==> src/stle_pkg.sv <==
// package: widths, modes, status codes and the queued command type
package stle_pkg;
    localparam int LOG_DEPTH = 64;
    localparam int ADDR_BITS = 10;
    localparam int MEM_WORDS = 1 << ADDR_BITS;
    localparam int LIDX_BITS = $clog2(LOG_DEPTH);
    localparam int LCNT_BITS = $clog2(LOG_DEPTH + 1);

    localparam logic [2:0] MODE_START  = 3'd0;
    localparam logic [2:0] MODE_LOAD   = 3'd1;
    localparam logic [2:0] MODE_STORE  = 3'd2;
    localparam logic [2:0] MODE_COMMIT = 3'd3;
    localparam logic [2:0] MODE_REMOTE = 3'd4;

    localparam logic [1:0] ST_OK       = 2'd0;
    localparam logic [1:0] ST_COMMIT   = 2'd1;
    localparam logic [1:0] ST_ABORT    = 2'd2;
    localparam logic [1:0] ST_OVERFLOW = 2'd3;

    typedef struct packed {
        logic [2:0]           mode;
        logic [ADDR_BITS-1:0] addr;
        logic [31:0]          data;
    } cmd_t;

    function automatic logic [4:0] bloom_index(input logic [ADDR_BITS-1:0] w);
        logic [ADDR_BITS-1:0] x;
        x = w ^ (w >> 3);
        return x[4:0];
    endfunction
endpackage

==> src/stle_queue.sv <==
// two-entry command queue between front and back
module stle_queue
    import stle_pkg::*;
(
    input  logic clk,
    input  logic rst_n,
    input  logic in_valid,
    output logic in_ready,
    input  cmd_t in_cmd,
    output logic out_valid,
    input  logic out_ready,
    output cmd_t out_cmd
);
    cmd_t       mem_reg [2];
    logic       wp_reg, rp_reg;
    logic [1:0] cnt_reg;
    logic       push, pop;

    assign in_ready  = (cnt_reg != 2'd2);
    assign out_valid = (cnt_reg != 2'd0);
    assign out_cmd   = mem_reg[rp_reg];
    assign push = in_valid && in_ready;
    assign pop  = out_valid && out_ready;

    always_ff @(posedge clk)
    begin
        if (push)
        begin
            mem_reg[wp_reg] <= in_cmd;
        end
    end

    always_ff @(posedge clk or negedge rst_n)
    begin
        if (!rst_n)
        begin
            wp_reg  <= 1'b0;
            rp_reg  <= 1'b0;
            cnt_reg <= 2'd0;
        end
        else
        begin
            if (push) wp_reg <= ~wp_reg;
            if (pop)  rp_reg <= ~rp_reg;
            cnt_reg <= cnt_reg + {1'b0, push} - {1'b0, pop};
        end
    end
endmodule

==> config.mk <==
export PLATFORM = sky130hd
export DESIGN_NAME = stle_queue
export DESIGN_NICKNAME = d
export VERILOG_FILES = /design/src/stle_pkg.sv /design/src/stle_queue.sv
export SDC_FILE = /design/constraint.sdc
export NUM_CORES = 1
export LEC_CHECK = 0
export BUFFER_PORTS_ARGS = -buffer_cell sky130_fd_sc_hd__buf_4
export CAP_MARGIN = 15
export CORE_MARGIN = 1.5
export CORE_UTILIZATION = 49
export CTS_BUF_LIST = sky130_fd_sc_hd__clkbuf_4
export DETAILED_ROUTE_END_ITERATION = 8
export GPL_ROUTABILITY_DRIVEN = 1
export PLACE_DENSITY = 0.81
export SYNTH_ARGS = -nofsm -noshare
export SYNTH_HDL_FRONTEND = slang
export SYNTH_SLANG_ARGS = --single-unit
==> constraint.sdc <==
create_clock -name clk -period 2.8 [get_ports clk]
set_input_delay 0.42 -clock clk [delete_from_list [all_inputs] [get_ports clk]]
set_output_delay 0.42 -clock clk [all_outputs]
set_load 0.01 [all_outputs]
==> results.txt, run 1 <==
----------------------------------------------------
[STA]
  Transition time of the tightest slew-check pin ... 0.6191 ns
  Headroom to the max-slew limit ... 58.72%
  Total setup violations reported at the end of the flow ... 0
  Crit share post-route ... 77.06%
  Timing-limited maximum frequency ... 463.4 MHz
  Hold slack final ... 0.1621 ns
  Worst clock skew ... 0.01861 ns
  Fin Setup TNS ... 0 ns
  Hold Vio Cnt, Final ... 0
  Time the final worst path needs with I/O delays and setup ... 2.158 ns
  Pins Over Slew Limit ... 0
  RSZ-0062 raised after global routing ... false

[Critical path]
  Peak per-stage delay on the critical path ... 0.40 ns
  Flop2flop setup slack ... 1.09 ns
  Cells on worst reg2reg path ... 7
  Number of buffer and inverter instances along the worst setup path ... 2
  Max Fanout on Critical Path ... 25
  Top cell by count, worst path ... sky130_fd_sc_hd__buf_4
  Startpoint-to-endpoint class of the critical path ... reg2out
  Worst r2r src ... cnt_reg[1]
  Crit path max-delay family ... buffers and inverters
  Critical path arrival ... 1.74 ns
  CP startpoint kind ... flop
  Endpoint of the lowest-slack register-to-register path ... cnt_reg[1]
  List of cells traversed by the critical path ... buf_4, mux2_2, buf_4
  Slowest-stage cell, CP ... sky130_fd_sc_hd__mux2_2
  Data required time of the critical path ... 2.38 ns
  CP Capture Type ... output pin

[Clock tree]
  Buffers inserted by post-CTS timing repair ... 0
  Worst-Skew Late Latency ... 0.43 ns
  Buffer type at the clock tree root ... sky130_fd_sc_hd__clkbuf_4
  Resized cells post-CTS ... 0
  Deepest level of the CTS H-tree ... 3
  Clock sink total ... 94
  Max clock buf depth ... 2
  TritonCTS clock tree ... built
  Clock-pin slew on the worst setup and hold paths ... 0.15 ns
  Number of buffers created by CTS ... 9

[Power]
  Power dissipated by switching net loads ... 1314 µW
  Switching share of power ... 29.37%
  Lkg Pwr ... 0.001833 µW
  Design internal power ... 3161 µW
  Worst vdd ir ... 0.8911 mV
  Clock network power share ... 16.3%
  Pwr per Cell Area ... 975.7 mW/mm²
  Relative contribution of sequential cells to total power ... 45.2%
  Combinational group share of total power ... 38.5%

[Synthesis]
  Cell area after technology mapping ... 0.003611 mm²
  Mapped Cells ... 157
  EDFF count, synth ... 90
  Seq/Total Area, Yosys ... 77.62%
  Synth cell count leaders ... sky130_fd_sc_hd__edfxtp_1 (90), sky130_fd_sc_hd__mux2_4 (39), sky130_fd_sc_hd__mux2_2 (6), sky130_fd_sc_hd__buf_6 (5), sky130_fd_sc_hd__dfrtp_1 (4)
  Post-synthesis mux area share ... 18.09%
  Number of distinct library cells after synthesis ... 15
  Most area-consuming cells after synthesis ... sky130_fd_sc_hd__edfxtp_1 (75%), sky130_fd_sc_hd__mux2_4 (16%), sky130_fd_sc_hd__dfrtp_1 (2.8%)
  Synthesized Nets ... 208
  Most used DFF post-synth ... sky130_fd_sc_hd__edfxtp_1
  Proportion of netlist area held by the largest area contributor ... 74.84%
  Asr flop ratio synth ... 4.255%
  Library cell with the largest summed area after synthesis ... sky130_fd_sc_hd__edfxtp_1
  Synthesis warning total ... 0
  Combinational family with the most area after synthesis ... multiplexers
  Mean cell area of the mapped netlist ... 23.00 µm²
  Compound-cell area share of the yosys netlist ... 0%
  #FFs+latches synth ... 94
  Simple-gate share of the synthesized area ... 0.9702%
  Most common cell in the synthesized netlist ... sky130_fd_sc_hd__edfxtp_1
  Post-synthesis xor/xnor area fraction ... 0.9702%
  Adder-cell share of the synthesized area ... 0.6930%

[Routing]
  Routed wirelength normalized by instance count ... 16.17 µm
  Post-route DRC ... 0
  DR iter-0 viols ... 59
  Vias post-DR ... 1,746
  Routed vias/inst ... 4.757
  Iteration count of the initial detailed-routing pass ... 4
  Number of nets with antenna violations after detailed routing ... 0
  Sum of routed wire length over all layers ... 5935 µm

[Job]
  Max Cap Viol ... 0

[Min path]
  Depth of the worst hold-timing path ... 1
  Path class of the lowest-slack min-delay path ... in2reg
  Worst min-delay path startpoint ... in_cmd[5]
  Hold worst-path end ... mem_reg[1][5]

[Cells and area]
  Number of flip-flops in the largest register ... 90
  Filler Cell Count ... 504
  Total Nets Final ... 314
  Fraction of final layout cells with drive strength greater than 1 ... 61.19%
  Final non-filler cell area ... 0.004587 mm²
  Area delta synth->final ... 27.03%
  Antenna cells ... 0

[Place]
  Area of placed instances ... 0.004432 mm²
  Half-perimeter wire length after placement ... 4011 µm
  Gpl congestion ... 0.6795
  Port-buffer cells ... 95

[Floorplanning]
  Total Die Area ... 0.007893 mm²
  Starting density of the core ... 50.32%
  Core area ... 0.007176 mm²
  Floorplan row count ... 31
  Die Y ... 88.85 µm
  Top-level I/O count ... 96
  Horizontal die dimension ... 88.85 µm

[Run status]
  Run status ... completed

[Global routing]
  Vias in the first global route ... 1,711
  Pin count of the biggest net entering global routing ... 46
  First-pass GRT wire length ... 8293 µm
  Gr ovfl total ... 0
  Aggregate global-route resource usage ... 14.91%
  Number of antenna violations at the first check in global routing ... 0

----------------------------------------------------
worst reg2reg max path: cells and delay by family (launching register included):
kind | cells | cell delay [ns]
adder cells (fa/ha/maj) | 2 | 0.44
AND/OR/NAND/NOR | 2 | 0.43
flip-flops | 1 | 0.43
buffers and inverters | 1 | 0.04
XOR/XNOR | 2 | 0.29
final cells by class:
cell class / instances / area (µm²) / area share [%]
clock buffers: 9 / 67.56 / 1.473
clock inverters: 7 / 77.57 / 1.691
inverters: 1 / 3.754 / 0.08183
multi-input cells: 57 / 757.0 / 16.50
flip-flops and latches: 94 / 2804 / 61.13
well taps: 99 / 123.9 / 2.700
repair buffers: 100 / 753.2 / 16.42
power by group through the flow:
stage | clock network (µW) | logic, µW | registers [µW]
6_report | 731 | 1720 | 2020
5_1_grt | 801 | 1850 | 2050
4_1_cts | 751 | 1760 | 2030
3_5_place_dp | 0 | 1760 | 2060
3_3_place_gp | 0 | 1720 | 2040
2_1_floorplan | 0 | 1120 | 2030
routing by layer:
layer	vias to the layer above	global-route usage (%)	share of wire [%]	wire length, µm
li1	825	-	-	-
met1	862	17.45	41	2431
met2	50	25.62	52	3109
met3	9	3.545	4.7	280
met4	0	7.670	1.9	113
met5	-	0	0	0
kinds of logic after synthesis:
| group | count (synthesis) |
|---|---|
| flip-flops | 94 |
| multiplexers | 45 |
| buffers and inverters | 6 |
| AND/OR/NAND/NOR | 6 |
| XOR/XNOR | 4 |
| adder cells (fa/ha/maj) | 2 |
cells in the final DEF, fill, tap and decap left out, drive strengths merged:
cell         instances
dlygate4sd3          1
xor2                 1
inv                  4
dfrtp                4
ha                   2
bufinv               1
nand2                1
mux2                45
clkbuf               9
edfxtp              90
clkinv               2
xnor2                3
or2                  1
and2                 1
clkinvlp             1
nor2                 1
and3                 1
buf                 99
nand2b               1
through the flow:
stage	total power [µW]	utilization, %	instances	worst slack, ns
floorplan	3153	-	157	0.5454
global placement	3758	61.76	350	1.113
detailed placement	3818	61.76	350	1.076
CTS	4539	63.92	367	0.5962
global route	4693	63.92	367	0.5778
finish	4476	63.92	367	0.6422
how the worst max path moves through the flow:
| stage | startpoint | end | slack, ns | cells past startpoint |
|---|---|---|---|---|
| 2_1_floorplan | cnt_reg[1] | mem_reg[0][0] | 0.55 | 3 |
| 3_3_place_gp | rp_reg | out_cmd[3] | 1.11 | 3 |
| 3_5_place_dp | rp_reg | out_cmd[2] | 1.08 | 3 |
| 4_1_cts | rp_reg | out_cmd[2] | 0.60 | 3 |
| 5_1_grt | rp_reg | out_cmd[2] | 0.58 | 3 |
| 6_report | rp_reg | out_cmd[2] | 0.64 | 3 |
timing repair:
item | 4_1_cts | 5_1_grt
hold buffers | 1 | 0
setup endpoints to repair | 0 | 0
endpoints found under the hold margin | 4 | 0
Power figures use the tool's default switching activity.
==> inputs of run 2 (changes only) <==
Settings changed: ABC_AREA set to 1.
Clock period 2.8 ns to 1.84 ns, I/O delays scaled along.
==> run 2 against run 1 <==
Clock power increased by 61%; synthesized area decreased by 1.6%; worst hold slack worse by 0.13 ns; die area fell by 1.6%; non-clock buffer count is 8 higher; critical path depth up 2; total power grew 55%; routed wire length is 17% higher; synthesized cell count rose by 69%; final area decreased by 0.22%; largest power group unchanged.
==> results.txt, run 2 <==
----------------------------------------------------
[Synthesis]
  Proportion of netlist area held by the largest area contributor ... 76.08%
  Mapped Cells ... 266
  EDFF count, synth ... 90
  Synthesis warning total ... 0
  Mean cell area of the mapped netlist ... 13.35 µm²
  Most used DFF post-synth ... sky130_fd_sc_hd__edfxtp_1
  Number of distinct library cells after synthesis ... 12
  Most common cell in the synthesized netlist ... sky130_fd_sc_hd__nand2_1
  Synthesized Nets ... 317
  Library cell with the largest summed area after synthesis ... sky130_fd_sc_hd__edfxtp_1
  #FFs+latches synth ... 94
  Cell area after technology mapping ... 0.003552 mm²
  Asr flop ratio synth ... 4.255%
  Synth cell count leaders ... sky130_fd_sc_hd__nand2_1 (148), sky130_fd_sc_hd__edfxtp_1 (90), sky130_fd_sc_hd__inv_1 (8), sky130_fd_sc_hd__buf_12 (4), sky130_fd_sc_hd__dfrtp_1 (4)
  Seq/Total Area, Yosys ... 78.90%
  Most area-consuming cells after synthesis ... sky130_fd_sc_hd__edfxtp_1 (76%), sky130_fd_sc_hd__nand2_1 (16%), sky130_fd_sc_hd__dfrtp_1 (2.8%)

[Global routing]
  Aggregate global-route resource usage ... 18.79%
  Number of antenna violations at the first check in global routing ... 0
  Vias in the first global route ... 2,308
  First-pass GRT wire length ... 10,750 µm
  Pin count of the biggest net entering global routing ... 32
  Gr ovfl total ... 0

[Critical path]
  Worst r2r src ... cnt_reg[0]
  Slowest-stage cell, CP ... sky130_fd_sc_hd__dfrtp_2
  Flop2flop setup slack ... 0.35 ns
  Cells on worst reg2reg path ... 9
  Max Fanout on Critical Path ... 17
  Endpoint of the lowest-slack register-to-register path ... cnt_reg[1]
  CP Capture Type ... output pin
  List of cells traversed by the critical path ... inv_2, buf_4, nand2_1, nand2_1, buf_4
  Data required time of the critical path ... 1.56 ns
  Peak per-stage delay on the critical path ... 0.45 ns
  Startpoint-to-endpoint class of the critical path ... reg2out
  Critical path arrival ... 1.47 ns
  CP startpoint kind ... flop

[Power]
  Design internal power ... 4603 µW
  Relative contribution of sequential cells to total power ... 43.9%
  Lkg Pwr ... 0.001996 µW
  Clock network power share ... 17.0%
  Combinational group share of total power ... 39.1%
  Switching share of power ... 33.70%
  Pwr per Cell Area ... 1517 mW/mm²
  Power dissipated by switching net loads ... 2340 µW
  Worst vdd ir ... 0.9287 mV

[Floorplanning]
  Die Y ... 88.14 µm
  Horizontal die dimension ... 88.14 µm
  Core area ... 0.006907 mm²
  Top-level I/O count ... 96
  Starting density of the core ... 51.43%
  Floorplan row count ... 30
  Total Die Area ... 0.007769 mm²

[Place]
  Gpl congestion ... 0.7752
  Area of placed instances ... 0.004374 mm²
  Port-buffer cells ... 95
  Half-perimeter wire length after placement ... 4782 µm

[Routing]
  Routed wirelength normalized by instance count ... 14.55 µm
  Vias post-DR ... 2,285
  Iteration count of the initial detailed-routing pass ... 4
  Number of nets with antenna violations after detailed routing ... 0
  Routed vias/inst ... 4.790
  Sum of routed wire length over all layers ... 6941 µm
  DR iter-0 viols ... 72
  Post-route DRC ... 0

[Cells and area]
  Final non-filler cell area ... 0.004577 mm²
  FF/Latch Area ... 0.002804 mm²
  Antenna cells ... 0
  Number of flip-flops in the largest register ... 90
  Area delta synth->final ... 28.85%
  Total Nets Final ... 427
  Fraction of final layout cells with drive strength greater than 1 ... 32.28%
  Highest-count cells in the layout ignoring fill and taps ... sky130_fd_sc_hd__nand2_1 (148), sky130_fd_sc_hd__buf_4 (101), sky130_fd_sc_hd__edfxtp_1 (90), sky130_fd_sc_hd__clkbuf_4 (9), sky130_fd_sc_hd__inv_1 (7)
  Most common library cell in the layout ignoring fill and taps ... sky130_fd_sc_hd__nand2_1
  Area of combinational cells with multiple inputs ... 606.8 µm²
  Filler Cell Count ... 543

[Clock tree]
  Number of buffers created by CTS ... 9
  Buffers inserted by post-CTS timing repair ... 0
  Deepest level of the CTS H-tree ... 3
  TritonCTS clock tree ... built
  Buffer type at the clock tree root ... sky130_fd_sc_hd__clkbuf_4
  Clock-pin slew on the worst setup and hold paths ... 0.14 ns
  Worst-Skew Late Latency ... 0.40 ns
  Clock sink total ... 94
  Max clock buf depth ... 2

[STA]
  RSZ-0062 raised after global routing ... false
  Total setup violations reported at the end of the flow ... 0
  Crit share post-route ... 94.87%
  Headroom to the max-slew limit ... 86.06%
  Hold slack final ... 0.03417 ns
  Hold Vio Cnt, Final ... 0
  Pins Over Slew Limit ... 0
  Timing-limited maximum frequency ... 572.9 MHz
  Worst clock skew ... 0.009697 ns
  Fin Setup TNS ... 0 ns
  Transition time of the tightest slew-check pin ... 0.2090 ns
  Time the final worst path needs with I/O delays and setup ... 1.746 ns

[Min path]
  Path class of the lowest-slack min-delay path ... in2reg
  Depth of the worst hold-timing path ... 1
  Worst min-delay path startpoint ... in_cmd[14]
  Hold worst-path end ... mem_reg[0][14]

[Run status]
  Run status ... completed

[Job]
  Max Cap Viol ... 0

----------------------------------------------------
-- run 2: kinds of logic after synthesis --
| family | share of synthesized area (%) |
|---|---|
| fa+ha+maj | 0.7044 |
| flops | 78.90 |
| simple gates | 16.17 |
| buf+inv | 4.227 |
-- run 2: worst max-delay path by stage --
stage                    start       endpoint  cells after the start  slack [ns]
floorplan           cnt_reg[1]  mem_reg[1][0]                      3        0.10
global placement    cnt_reg[1]     cnt_reg[1]                     10        0.50
detailed placement  cnt_reg[0]     cnt_reg[1]                      9        0.40
CTS                     rp_reg    out_cmd[10]                      5        0.05
global route            rp_reg     out_cmd[1]                      5       0.006
finish                  rp_reg     out_cmd[1]                      5        0.09
-- run 2: layout make-up --
class / instances / area share, %
clock buffers: 9 / 1.476
clock inverters: 7 / 1.914
inverters: 9 / 0.8201
multi-input cells: 154 / 13.26
flip-flops and latches: 94 / 61.26
well taps: 96 / 2.624
repair buffers: 108 / 18.64
-- run 2: repair_timing --
action	4_1_cts	5_1_grt
pin swaps	0	0
endpoints found under the setup margin	2	7
hold buffers	1	3
gates cloned	0	0
gates resized for setup	1	1
hold endpoints to repair	4	5
-- run 2: routing by layer --
layer | track usage [%] | wire, µm
met1 | 22.32 | 2839
met2 | 32.41 | 3587
met3 | 4.995 | 427
met4 | 8.097 | 87
met5 | 0 | 0
-- run 2: per-stage QoR --
stage,power [µW],util (%),cells,setup WS [ns]
finish,6942,66.27,477,0.09443
floorplan,4605,-,266,0.1024
global placement,5711,63.33,457,0.4984
global route,7396,66.27,477,0.005946
CTS,7001,65.78,474,0.04850
detailed placement,5815,63.33,457,0.4035
-- run 2: power by group through the flow --
stage / sequential, µW / combinational [µW] / clock (µW)
after global routing: 3080 / 3000 / 1310
after detailed placement: 3100 / 2720 / 0
after floorplan: 3060 / 1540 / 0
after global placement: 3070 / 2640 / 0
final: 3050 / 2710 / 1180
after CTS: 3050 / 2740 / 1210
-- run 2: worst max-delay path: cells and delay by family (launching register included) --
family                 cells  cell delay (ns)
buffers and inverters      3             0.43
flip-flops                 1             0.45
AND/OR/NAND/NOR            2             0.18
